`config.mk`:
```
export PLATFORM = sky130hd
export DESIGN_NAME = sprs_ctrl
export DESIGN_NICKNAME = d
export VERILOG_FILES = /design/src/rtl/sprs_pkg.sv /design/src/rtl/sprs_ctrl.sv
export SDC_FILE = /design/constraint.sdc
export NUM_CORES = 1
export LEC_CHECK = 0
export BUFFER_PORTS_ARGS = -buffer_cell sky130_fd_sc_hd__buf_2
export CELL_PAD_IN_SITES_DETAIL_PLACEMENT = 1
export CELL_PAD_IN_SITES_GLOBAL_PLACEMENT = 1
export CORE_UTILIZATION = 43
export CTS_CLUSTER_DIAMETER = 200
export CTS_CLUSTER_SIZE = 12
export DETAILED_ROUTE_END_ITERATION = 7
export PLACE_DENSITY = 0.83
export SLEW_MARGIN = 20
export SYNTH_ARGS = -nofsm -noshare
export SYNTH_HDL_FRONTEND = slang
export SYNTH_SLANG_ARGS = --single-unit
export TNS_END_PERCENT = 10
```
`constraint.sdc`:
```
create_clock -name clk -period 13.55 [get_ports clk]
set_input_delay 0 -clock clk [delete_from_list [all_inputs] [get_ports clk]]
set_output_delay 0 -clock clk [all_outputs]
set_load 0.01 [all_outputs]
```
`src/rtl/sprs_pkg.sv`:
```
// Shared constants, types and state encoding for the slotted page record store.
// No dependencies; sprs_ctrl, the top level and the testbench import this package.
`default_nettype none

package sprs_pkg;

	localparam int PAGE_BYTES   = 4096;
	localparam int PAGE_AW      = 12;
	localparam int PTR_W        = 13;
	localparam int LEN_W        = 12;
	localparam int HEADER_BYTES = 24;
	localparam int SLOT_BYTES   = 6;
	localparam int MAX_SLOTS    = 1024;
	localparam int SLOT_AW      = 10;
	localparam int CNT_W        = 11;
	localparam int MAX_SPECIAL  = PAGE_BYTES - HEADER_BYTES;

	localparam logic [2:0] CMD_FORMAT    = 3'd0;
	localparam logic [2:0] CMD_INSERT    = 3'd1;
	localparam logic [2:0] CMD_READ      = 3'd2;
	localparam logic [2:0] CMD_OVERWRITE = 3'd3;
	localparam logic [2:0] CMD_DELETE    = 3'd4;

	localparam logic [2:0] STS_OK       = 3'd0;
	localparam logic [2:0] STS_ZERO_LEN = 3'd1;
	localparam logic [2:0] STS_NO_SPACE = 3'd2;
	localparam logic [2:0] STS_NO_SLOT  = 3'd3;
	localparam logic [2:0] STS_NOT_OCC  = 3'd4;
	localparam logic [2:0] STS_TOO_LONG = 3'd5;
	localparam logic [2:0] STS_RANGE    = 3'd6;

	localparam logic [1:0] SL_EMPTY    = 2'd0;
	localparam logic [1:0] SL_OCCUPIED = 2'd1;
	localparam logic [1:0] SL_DELETED  = 2'd2;

	typedef struct packed {
		logic [PTR_W-1:0] off;
		logic [PTR_W-1:0] len;
		logic [1:0]       st;
	} slot_entry_t;

	typedef struct packed {
		logic               we;
		logic [PAGE_AW-1:0] addr;
		logic [7:0]         wdata;
	} byte_req_t;

	typedef struct packed {
		logic               we;
		logic [SLOT_AW-1:0] addr;
		slot_entry_t        wdata;
	} slot_req_t;

	typedef enum logic [4:0] {
		ST_IDLE, ST_DISP, ST_SCAN_RD, ST_SCAN_EV, ST_FIT,
		ST_C1_RD, ST_C1_EV, ST_C1_CP, ST_C2,
		ST_C3_RD, ST_C3_EV, ST_C3_CP, ST_C3_END,
		ST_ALLOC, ST_OW_EV, ST_STREAM, ST_ZTAIL, ST_FMT,
		ST_ACC_EV, ST_RD_WAIT, ST_FINISH
	} state_t;

endpackage

`default_nettype wire

```
`src/rtl/sprs_ctrl.sv`:
```
// Sequencer for the slotted page: command decode, slot walks, compaction,
// byte streaming and result register. Depends on sprs_pkg; drives three RAMs.
`default_nettype none

module sprs_ctrl import sprs_pkg::*; (
	input  wire logic        clk,
	input  wire logic        arst_n,
	input  wire logic        s_tvalid,
	output logic             s_tready,
	input  wire logic [47:0] s_tdata,
	input  wire logic        s_tlast,
	output logic             m_tvalid,
	input  wire logic        m_tready,
	output logic      [63:0] m_tdata,
	input  wire logic        cfg_we,
	input  wire logic [11:0] cfg_wdata,
	output byte_req_t        page_req,
	input  wire logic [7:0]  page_rdata,
	output byte_req_t        scr_req,
	input  wire logic [7:0]  scr_rdata,
	output slot_req_t        slot_req,
	input  slot_entry_t      slot_rdata
);

	state_t state_q, state_d;

	logic [11:0]      special_size_q;
	logic [PTR_W-1:0] lower_q, upper_q, special_q;
	logic [CNT_W-1:0] total_q;
	logic [PTR_W-1:0] bc_q;
	logic [SLOT_AW-1:0] pend_q;
	logic             failed_q;
	logic [PTR_W-1:0] cur_off_q, cur_len_q;

	logic [2:0]         cmd_q;
	logic [SLOT_AW-1:0] slot_q;
	logic [LEN_W-1:0]   bidx_q, len_q;
	logic [7:0]         data_q;
	logic               last_q;

	logic [2:0]         res_status_q;
	logic [SLOT_AW-1:0] res_sout_q;
	logic [7:0]         res_dout_q;
	logic [LEN_W-1:0]   res_lout_q;

	logic [CNT_W-1:0]   idx_q;
	logic               found_q;
	logic [SLOT_AW-1:0] free_idx_q;
	logic [PTR_W:0]     reclaim_q;
	logic [PTR_W-1:0]   n_q, k_q, z_q, top_q, cp_off_q, cp_len_q, dst_q;
	logic               rd_oob_q;

	logic               cp1_v_s1, cp1_oob_s1;
	logic [PTR_W-1:0]   cp1_dst_s1;
	logic               cp3_v_s1, cp3_zero_s1;
	logic [PTR_W-1:0]   cp3_dst_s1;

	logic        m_tvalid_q;
	logic [63:0] m_tdata_q;

	// input fields
	logic [2:0]         in_cmd;
	logic [SLOT_AW-1:0] in_slot;
	logic [LEN_W-1:0]   in_bidx, in_len;
	logic [7:0]         in_data;
	logic               in_strm, fly, accept;

	// byte step
	logic [2:0]       b_cmd;
	logic [LEN_W-1:0] b_len;
	logic [7:0]       b_data;
	logic             b_last, b_wr;
	logic [PTR_W-1:0] b_addr, tail_from;

	logic [PTR_W-1:0] free_sp, req, c3_top, alloc_up, cp_addr, rd_addr, za_addr;
	logic [SLOT_AW-1:0] alloc_idx;
	logic             fit_ok, reclaim_ok, refit_ok, idx_end, slot_bad;

	assign in_cmd  = s_tdata[2:0];
	assign in_slot = s_tdata[12:3];
	assign in_bidx = s_tdata[24:13];
	assign in_len  = s_tdata[36:25];
	assign in_data = s_tdata[44:37];
	assign in_strm = (in_cmd == CMD_INSERT) || (in_cmd == CMD_OVERWRITE);

	assign s_tready = (state_q == ST_IDLE);
	assign accept   = s_tvalid && s_tready;
	// continuing byte of an open stream: handled without leaving idle
	assign fly      = accept && in_strm && (bc_q != '0);

	assign b_cmd  = (state_q == ST_STREAM) ? cmd_q  : in_cmd;
	assign b_len  = (state_q == ST_STREAM) ? len_q  : in_len;
	assign b_data = (state_q == ST_STREAM) ? data_q : in_data;
	assign b_last = (state_q == ST_STREAM) ? last_q : s_tlast;
	assign b_addr = cur_off_q + bc_q;
	assign b_wr   = (fly || state_q == ST_STREAM) && !failed_q &&
		(bc_q < cur_len_q) && (bc_q < {1'b0, b_len});
	assign tail_from = ({1'b0, b_len} < cur_len_q) ? {1'b0, b_len} : cur_len_q;

	assign free_sp  = upper_q - lower_q;
	assign req      = {1'b0, len_q} + (found_q ? '0 : PTR_W'(SLOT_BYTES));
	assign fit_ok   = free_sp >= req;
	assign reclaim_ok = ({1'b0, free_sp} + reclaim_q) >= {1'b0, req};
	assign refit_ok = (top_q - lower_q) >= req;
	assign c3_top   = (top_q >= slot_rdata.len) ? top_q - slot_rdata.len : '0;
	assign alloc_idx = found_q ? free_idx_q : total_q[SLOT_AW-1:0];
	assign alloc_up = upper_q - {1'b0, len_q};
	assign cp_addr  = cp_off_q + k_q;
	assign rd_addr  = slot_rdata.off + {1'b0, bidx_q};
	assign za_addr  = cur_off_q + z_q;
	assign idx_end  = (idx_q + CNT_W'(1)) == total_q;
	assign slot_bad = {1'b0, slot_q} >= total_q;

	// next state
	always_comb begin
		state_d = state_q;
		case (state_q)
			ST_IDLE: begin
				if (accept && in_cmd <= CMD_DELETE) begin
					if (fly) begin
						if (s_tlast) begin
							state_d = (!failed_q && in_cmd == CMD_OVERWRITE) ? ST_ZTAIL
								: ST_FINISH;
						end
					end else begin
						state_d = ST_DISP;
					end
				end
			end
			ST_DISP: begin
				case (cmd_q)
					CMD_FORMAT:    state_d = (special_size_q > 12'(MAX_SPECIAL)) ? ST_FINISH
						: ST_FMT;
					CMD_INSERT: begin
						if (len_q == '0) state_d = ST_STREAM;
						else if (total_q == '0) state_d = ST_FIT;
						else state_d = ST_SCAN_RD;
					end
					CMD_OVERWRITE: state_d = slot_bad ? ST_STREAM : ST_OW_EV;
					default:       state_d = slot_bad ? ST_FINISH : ST_ACC_EV;
				endcase
			end
			ST_SCAN_RD: state_d = ST_SCAN_EV;
			ST_SCAN_EV: state_d = idx_end ? ST_FIT : ST_SCAN_RD;
			ST_FIT: begin
				if (!found_q && total_q == CNT_W'(MAX_SLOTS)) state_d = ST_STREAM;
				else if (fit_ok) state_d = ST_ALLOC;
				else if (!reclaim_ok) state_d = ST_STREAM;
				else if (total_q == '0) state_d = ST_C2;
				else state_d = ST_C1_RD;
			end
			ST_C1_RD: state_d = ST_C1_EV;
			ST_C1_EV: begin
				if (slot_rdata.st == SL_OCCUPIED && slot_rdata.len != '0) state_d = ST_C1_CP;
				else state_d = idx_end ? ST_C2 : ST_C1_RD;
			end
			ST_C1_CP: begin
				if (k_q + PTR_W'(1) == cp_len_q) begin
					state_d = (idx_q == total_q) ? ST_C2 : ST_C1_RD;
				end
			end
			ST_C2: begin
				if (z_q >= special_q) state_d = (total_q == '0) ? ST_C3_END : ST_C3_RD;
			end
			ST_C3_RD: state_d = ST_C3_EV;
			ST_C3_EV: begin
				if (slot_rdata.st == SL_OCCUPIED && slot_rdata.len != '0) state_d = ST_C3_CP;
				else state_d = idx_end ? ST_C3_END : ST_C3_RD;
			end
			ST_C3_CP: begin
				if (k_q + PTR_W'(1) == cp_len_q) begin
					state_d = (idx_q == total_q) ? ST_C3_END : ST_C3_RD;
				end
			end
			ST_C3_END: state_d = refit_ok ? ST_ALLOC : ST_STREAM;
			ST_ALLOC:  state_d = ST_STREAM;
			ST_OW_EV:  state_d = ST_STREAM;
			ST_STREAM: begin
				if (last_q) begin
					state_d = (!failed_q && cmd_q == CMD_OVERWRITE) ? ST_ZTAIL : ST_FINISH;
				end else begin
					state_d = ST_IDLE;
				end
			end
			ST_ZTAIL: if (z_q >= cur_len_q) state_d = ST_FINISH;
			ST_FMT:   if (z_q == PTR_W'(PAGE_BYTES - 1)) state_d = ST_FINISH;
			ST_ACC_EV: begin
				if (slot_rdata.st == SL_OCCUPIED && cmd_q == CMD_READ &&
					{1'b0, bidx_q} < slot_rdata.len) begin
					state_d = ST_RD_WAIT;
				end else begin
					state_d = ST_FINISH;
				end
			end
			ST_RD_WAIT: state_d = ST_FINISH;
			ST_FINISH:  if (!m_tvalid_q || m_tready) state_d = ST_IDLE;
			default:    state_d = ST_IDLE;
		endcase
	end

	// memory ports
	always_comb begin
		page_req = '0;
		scr_req  = '0;
		slot_req = '0;
		case (state_q)
			ST_IDLE, ST_STREAM: begin
				page_req.we    = b_wr && !b_addr[PTR_W-1];
				page_req.addr  = b_addr[PAGE_AW-1:0];
				page_req.wdata = b_data;
			end
			ST_DISP: slot_req.addr = slot_q;
			ST_SCAN_RD, ST_C1_RD, ST_C3_RD: slot_req.addr = idx_q[SLOT_AW-1:0];
			ST_C1_EV: begin
				slot_req.addr  = idx_q[SLOT_AW-1:0];
				slot_req.we    = slot_rdata.st != SL_OCCUPIED;
				slot_req.wdata = '{off: '0, len: '0, st: slot_rdata.st};
			end
			ST_C1_CP: page_req.addr = cp_addr[PAGE_AW-1:0];
			ST_C2: begin
				page_req.we   = z_q < special_q;
				page_req.addr = z_q[PAGE_AW-1:0];
			end
			ST_C3_EV: begin
				slot_req.addr  = idx_q[SLOT_AW-1:0];
				slot_req.we    = slot_rdata.st == SL_OCCUPIED;
				slot_req.wdata = '{off: c3_top, len: slot_rdata.len, st: slot_rdata.st};
			end
			ST_C3_CP: scr_req.addr = n_q[PAGE_AW-1:0];
			ST_ALLOC: begin
				slot_req.we    = 1'b1;
				slot_req.addr  = alloc_idx;
				slot_req.wdata = '{off: alloc_up, len: {1'b0, len_q}, st: SL_OCCUPIED};
			end
			ST_ZTAIL: begin
				page_req.we   = (z_q < cur_len_q) && !za_addr[PTR_W-1];
				page_req.addr = za_addr[PAGE_AW-1:0];
			end
			ST_FMT: begin
				page_req.we   = 1'b1;
				page_req.addr = z_q[PAGE_AW-1:0];
			end
			ST_ACC_EV: begin
				page_req.addr  = rd_addr[PAGE_AW-1:0];
				slot_req.addr  = slot_q;
				slot_req.we    = slot_rdata.st == SL_OCCUPIED && cmd_q == CMD_DELETE;
				slot_req.wdata = '{off: slot_rdata.off, len: slot_rdata.len, st: SL_DELETED};
			end
			default: ;
		endcase
		// each copy write is issued in the cycle after its read
		if (cp1_v_s1) begin
			scr_req.we    = !cp1_dst_s1[PTR_W-1];
			scr_req.addr  = cp1_dst_s1[PAGE_AW-1:0];
			scr_req.wdata = cp1_oob_s1 ? 8'h00 : page_rdata;
		end
		if (cp3_v_s1) begin
			page_req.we    = !cp3_dst_s1[PTR_W-1];
			page_req.addr  = cp3_dst_s1[PAGE_AW-1:0];
			page_req.wdata = cp3_zero_s1 ? 8'h00 : scr_rdata;
		end
	end

	always_ff @(posedge clk or negedge arst_n) begin
		if (!arst_n) begin
			state_q        <= ST_IDLE;
			special_size_q <= '0;
			lower_q        <= PTR_W'(HEADER_BYTES);
			upper_q        <= PTR_W'(PAGE_BYTES);
			special_q      <= PTR_W'(PAGE_BYTES);
			total_q        <= '0;
			bc_q           <= '0;
			pend_q         <= '0;
			failed_q       <= 1'b0;
			cp1_v_s1       <= 1'b0;
			cp3_v_s1       <= 1'b0;
			m_tvalid_q     <= 1'b0;
		end else begin
			state_q  <= state_d;
			cp1_v_s1 <= state_q == ST_C1_CP;
			cp3_v_s1 <= state_q == ST_C3_CP;
			if (cfg_we) begin
				special_size_q <= cfg_wdata;
			end
			if (state_q == ST_FINISH && (!m_tvalid_q || m_tready)) begin
				m_tvalid_q <= 1'b1;
			end else if (m_tready) begin
				m_tvalid_q <= 1'b0;
			end

			if (fly || state_q == ST_STREAM) begin
				if (!b_last) begin
					if (bc_q != '1) bc_q <= bc_q + PTR_W'(1);
				end else begin
					bc_q     <= '0;
					failed_q <= 1'b0;
				end
			end

			case (state_q)
				ST_DISP: begin
					case (cmd_q)
						CMD_FORMAT: begin
							bc_q     <= '0;
							failed_q <= 1'b0;
							if (special_size_q <= 12'(MAX_SPECIAL)) begin
								lower_q   <= PTR_W'(HEADER_BYTES);
								special_q <= PTR_W'(PAGE_BYTES) - {1'b0, special_size_q};
								upper_q   <= PTR_W'(PAGE_BYTES) - {1'b0, special_size_q};
								total_q   <= '0;
							end
						end
						CMD_INSERT: begin
							if (len_q == '0) begin
								failed_q <= 1'b1;
								pend_q   <= SLOT_AW'(STS_ZERO_LEN);
							end
						end
						CMD_OVERWRITE: begin
							if (slot_bad) begin
								failed_q <= 1'b1;
								pend_q   <= SLOT_AW'(STS_NO_SLOT);
							end
						end
						default: begin
							bc_q     <= '0;
							failed_q <= 1'b0;
						end
					endcase
				end
				ST_FIT: begin
					if (!found_q && total_q == CNT_W'(MAX_SLOTS)) begin
						failed_q <= 1'b1;
						pend_q   <= SLOT_AW'(STS_NO_SLOT);
					end else if (!fit_ok && !reclaim_ok) begin
						failed_q <= 1'b1;
						pend_q   <= SLOT_AW'(STS_NO_SPACE);
					end
				end
				ST_C3_END: begin
					upper_q <= top_q;
					if (!refit_ok) begin
						failed_q <= 1'b1;
						pend_q   <= SLOT_AW'(STS_NO_SPACE);
					end
				end
				ST_ALLOC: begin
					if (!found_q) begin
						total_q <= total_q + CNT_W'(1);
						lower_q <= lower_q + PTR_W'(SLOT_BYTES);
					end
					upper_q  <= alloc_up;
					pend_q   <= alloc_idx;
					failed_q <= 1'b0;
				end
				ST_OW_EV: begin
					if (slot_rdata.st != SL_OCCUPIED) begin
						failed_q <= 1'b1;
						pend_q   <= SLOT_AW'(STS_NOT_OCC);
					end else if ({1'b0, len_q} > slot_rdata.len) begin
						failed_q <= 1'b1;
						pend_q   <= SLOT_AW'(STS_TOO_LONG);
					end else begin
						failed_q <= 1'b0;
						pend_q   <= slot_q;
					end
				end
				default: ;
			endcase
		end
	end

	// payload and walk registers
	always_ff @(posedge clk) begin
		cp1_oob_s1  <= cp_addr[PTR_W-1];
		cp1_dst_s1  <= n_q;
		cp3_zero_s1 <= n_q[PTR_W-1];
		cp3_dst_s1  <= dst_q + k_q;
		if (state_q == ST_FINISH && (!m_tvalid_q || m_tready)) begin
			m_tdata_q <= {7'd0, total_q, free_sp, res_lout_q, res_dout_q, res_sout_q,
				res_status_q};
		end
		if (accept) begin
			cmd_q        <= in_cmd;
			slot_q       <= in_slot;
			bidx_q       <= in_bidx;
			len_q        <= in_len;
			data_q       <= in_data;
			last_q       <= s_tlast;
			res_status_q <= STS_OK;
			res_sout_q   <= '0;
			res_dout_q   <= '0;
			res_lout_q   <= '0;
		end
		if ((fly || state_q == ST_STREAM) && b_last) begin
			if (failed_q) begin
				res_status_q <= pend_q[2:0];
			end else if (b_cmd == CMD_OVERWRITE) begin
				z_q <= tail_from;
			end else begin
				res_sout_q <= pend_q;
			end
		end
		case (state_q)
			ST_DISP: begin
				idx_q     <= '0;
				found_q   <= 1'b0;
				reclaim_q <= '0;
				z_q       <= '0;
				if (cmd_q == CMD_FORMAT && special_size_q > 12'(MAX_SPECIAL)) begin
					res_status_q <= STS_TOO_LONG;
				end
				if ((cmd_q == CMD_READ || cmd_q == CMD_DELETE) && slot_bad) begin
					res_status_q <= STS_NO_SLOT;
				end
			end
			ST_SCAN_EV: begin
				if (slot_rdata.st != SL_OCCUPIED && !found_q) begin
					found_q    <= 1'b1;
					free_idx_q <= idx_q[SLOT_AW-1:0];
				end
				if (slot_rdata.st == SL_DELETED) begin
					reclaim_q <= reclaim_q + {1'b0, slot_rdata.len};
				end
				idx_q <= idx_q + CNT_W'(1);
			end
			ST_FIT: begin
				idx_q <= '0;
				n_q   <= '0;
				z_q   <= lower_q;
			end
			ST_C1_EV: begin
				cp_off_q <= slot_rdata.off;
				cp_len_q <= slot_rdata.len;
				k_q      <= '0;
				idx_q    <= idx_q + CNT_W'(1);
			end
			ST_C1_CP, ST_C3_CP: begin
				n_q <= n_q + PTR_W'(1);
				k_q <= k_q + PTR_W'(1);
			end
			ST_C2: begin
				if (z_q < special_q) begin
					z_q <= z_q + PTR_W'(1);
				end else begin
					top_q <= special_q;
					n_q   <= '0;
					idx_q <= '0;
				end
			end
			ST_C3_EV: begin
				if (slot_rdata.st == SL_OCCUPIED) top_q <= c3_top;
				cp_len_q <= slot_rdata.len;
				dst_q    <= c3_top;
				k_q      <= '0;
				idx_q    <= idx_q + CNT_W'(1);
			end
			ST_ALLOC: begin
				cur_off_q <= alloc_up;
				cur_len_q <= {1'b0, len_q};
			end
			ST_OW_EV: begin
				cur_off_q <= slot_rdata.off;
				cur_len_q <= slot_rdata.len;
			end
			ST_ZTAIL, ST_FMT: z_q <= z_q + PTR_W'(1);
			ST_ACC_EV: begin
				rd_oob_q <= rd_addr[PTR_W-1];
				if (slot_rdata.st != SL_OCCUPIED) begin
					res_status_q <= STS_NOT_OCC;
				end else if (cmd_q == CMD_READ) begin
					res_lout_q <= slot_rdata.len[LEN_W-1:0];
					if ({1'b0, bidx_q} >= slot_rdata.len) res_status_q <= STS_RANGE;
				end
			end
			ST_RD_WAIT: res_dout_q <= rd_oob_q ? 8'h00 : page_rdata;
			default: ;
		endcase
	end

	assign m_tvalid = m_tvalid_q;
	assign m_tdata  = m_tdata_q;

endmodule

`default_nettype wire

```
==> results.yml <==
die:
  start_util_pct: 43.4
  die_x_um: 257
  rows: 93
  ios: 257
  die_y_um: 257
  coreArea_um2: 64200
  die-area_um2: 65900
synthesis:
  yosysWarnings: 0
  seq_area_frac_synth_pct: 40.2
  syn_inst: 2918
  synth_seq_cells: 410
  synthesis.area_um2: 27900
  synthFlopType: "edfxtp_1"
  syn_area_per_cell_um2: 9.56
  synthArstFlopShare_pct: 22.7
  synth-edff-count: 252
  synthDistinctLibCells: 94
routing:
  ant_nets: 0
  drtIter0Drc: 2478
  totalWireLength_um: 112000
  drc: 0
  vias: 25756
  avgRoutedWirePerCell_um: 27.0
  drt-pass1-iter-count: 7
  viasPerCell: 6.22
run:
  drv_cap: 0
placed_design:
  dp_cells: 3959
  gp_congestion: 1.03
  hpwl_um: 83400
  io_buffers: 246
  dp_slack_ns: 6.41
  postPlaceCellArea_um2: 30100
global_routing:
  grt_pass1_wl_um: 165000
  grt_max_degree: 57
  grt-ovfl-total: 0
  antenna_found_initial: 0
  grt_pass1_vias: 26060
  track_usage_pct: 33.2
sta:
  fin_ws_ns: 6.37
  fin_crit_ns: 7.18
  fin_skew_ns: 0.0418
  timing.final.crit_share_pct: 53.0
  slew_headroom_pct: 23.4
  hold_viol: 0
  timing.fmax_ghz: 0.139
  setup_viol: 0
  rsz0062_at_grt: "no"
  setup-tns-final_ns: 0
  tightest_slew_ns: 1.15
  slew_violations: 0
final_layout:
  fillers: 7355
  final-seq-area_um2: 11200
  syn_to_final_growth_pct: 16.0
  fin_area_um2: 32400
  num_antenna_cells: 0
  multiInputGateArea_um2: 15700
  fin_cells: 4142
  drive_gt1_share_pct: 11.7
  num-nets-final: 3659
clock_tree:
  cts.clk_slew.worst_paths_ns: 0.07
  cts_hold_buf: 111
  cts_max_level: 2
  cts_root_buf: "clkbuf_16"
  cts_tree: "built"
  clk_path_buf_depth: 3
  numCtsBuffers: 40
  clock_latency_ns: 0.61
  cts_resized: 0
  cts.sinks: 410
  post_cts_buffers: 0
pwr:
  p_int_mw: 3.94
  power_density_nw_per_um2: 234
  clkPwrFrac_pct: 14.5
  swShare_pct: 48.0
  p_seq_share_pct: 28.9
  pwr-share-comb_pct: 56.5
  vdd_drop_max_v: 0.000114
  p_sw_mw: 3.64
  total_leakage_power_nw: 13.7
hold_path:
  min_path_type: "in -> reg"
  min_path_cells: 2
worst_setup_path:
  crit_arrival_ns: 7.67
  crit_fanout: 10
  r2r_cells: 23
  required_ns: 14.03
  start_kind: "flop"
  critPathCaptureType: "flop"
  timing_worst_setup_path_type: "reg -> reg"
run_status:
  outcome: "finished, final reports clean"
synthesized netlist by cell type (43+ instances only):
cell | number | area share, %
o21ai_0 | 206 | 3.7
edfxtp_1 | 252 | 27
a21oi_1 | 144 | 2.6
nand2_1 | 265 | 3.6
clkbuf_1 | 73 | 0.98
nor2_1 | 257 | 3.5
xnor2_1 | 123 | 3.9
xor2_1 | 94 | 3.0
nor3_1 | 73 | 1.3
and3_1 | 43 | 0.96
dfxtp_1 | 65 | 4.7
nand3_1 | 77 | 1.4
inv_1 | 160 | 2.2
dfrtp_1 | 89 | 8.0
ha_1 | 280 | 13
a21o_1 | 48 | 1.3
cell families (layout without fill, tap and decap cells):
kind of cell	count (synthesis)	count (layout)	synth area share, %
and+or+nand+nor	956	956	16.7
adders and majority gates	293	293	13.5
buffers and inverters	257	619	3.67
DFF	410	410	40.2
xor gates and xnor gates	218	218	6.90
other	2	9	0.0269
AOI/OAI and AO/OA	732	732	17.3
muxes	50	50	1.87
layout by cell type, fill, tap and decap left out, types with 24 or more instances in the layout:
master,netlist,layout
nand2_1,265,265
and2_1,26,26
nor3_1,73,70
nand4_1,24,24
edfxtp_1,252,252
mux2i_1,34,34
dfrtp_1,89,89
xnor2_1,123,123
a221o_1,24,24
a31oi_1,30,30
dfxtp_1,65,65
clkbuf_1,73,28
o211ai_1,25,25
dlygate4sd3_1,0,110
inv_1,160,160
buf_2,8,245
nand3_1,77,77
buf_4,7,28
nor2_1,257,255
clkbuf_16,0,40
a22o_1,25,25
ha_1,280,280
o21ai_0,206,203
nor2b_1,41,39
and3_1,43,43
xor2_1,94,94
or3_1,33,33
a21oi_1,144,143
nand2b_1,37,37
a211oi_1,28,28
o21a_1,28,28
a21o_1,48,48
sequential cells by signal, summed over array words and instances, names as in the netlist, 12 cells and up:
signal          cells
z_q                13
res_lout_q         12
n_q                13
top_q              13
cp1_dst_s1         13
special_q          13
bc_q               13
cp_off_q           13
len_q              12
cp_len_q           13
k_q                13
cur_len_q          13
m_tdata            57
reclaim_q          14
upper_q            13
lower_q            12
cp3_dst_s1         13
special_size_q     12
dst_q              13
cur_off_q          13
bidx_q             12
routing by layer:
metal,GRT usage (%),routed length (um)
met5,0,0
met4,17.5,6390
met3,6.33,9870
met2,53.2,51200
met1,42.5,44300
worst max-delay path: stages, from the launching register on:
cell,delay (ns)
dfrtp_1,0.35
inv_1,0.21
fa_1,0.52
a21o_1,0.19
a21oi_1,0.20
nand2b_1,0.14
a21boi_0,0.11
nor3_1,0.29
o31ai_1,0.14
xor2_1,0.36
ha_1,0.33
a21oi_1,0.21
nor2_1,0.07
a211oi_1,0.37
nand2_1,0.12
xor2_1,0.16
ha_1,0.29
a2111oi_0,0.40
o2bb2ai_1,0.16
o21ai_0,0.36
nor4_1,0.89
a21oi_1,0.21
a221o_1,0.53
a221o_1,0.44
per-stage QoR:
| step | utilization (%) | power [mW] | hold WS (ns) |
|---|---|---|---|
| 2_1_floorplan | - | 4.84 | -0.296 |
| 5_1_grt | 50.4 | 8.00 | 0.110 |
| 3_3_place_gp | 46.8 | 6.17 | 0.0293 |
| 4_1_cts | 50.4 | 7.46 | 0.0786 |
| 6_report | 50.4 | 7.59 | 0.109 |
| 3_5_place_dp | 46.8 | 6.31 | 0.0366 |
final timing paths:
kind	from	endpoint	slack, ns
setup reg to reg	lower_q[1]	pend_q[4]	6.37
max in group asynchronous	arst_n	special_size_q[0]	12.22
hold / removal	s_tdata[4]	slot_q[1]	0.11
hold reg to reg	n_q[12]	cp1_dst_s1[12]	0.42
min in group asynchronous	arst_n	failed_q	0.52
setup / recovery	lower_q[1]	pend_q[4]	6.37
power groups by stage:
stage / Clock, mW / Sequential (mW) / Combinational, mW
floorplan: 0 / 1.97 / 2.87
finish: 1.10 / 2.20 / 4.29
global placement: 0 / 2.18 / 3.99
detailed placement: 0 / 2.19 / 4.12
CTS: 1.10 / 2.17 / 4.19
global route: 1.14 / 2.21 / 4.64
area by class of cell:
class	count	area share (%)
inverter	163	1.91
clock buffer	68	3.42
tap	855	3.31
clock inverter	4	0.182
sequential	410	34.6
multi-input combinational	2258	48.7
timing repair buffer	384	7.90
No activity file was read; power rests on OpenSTA's default activity.
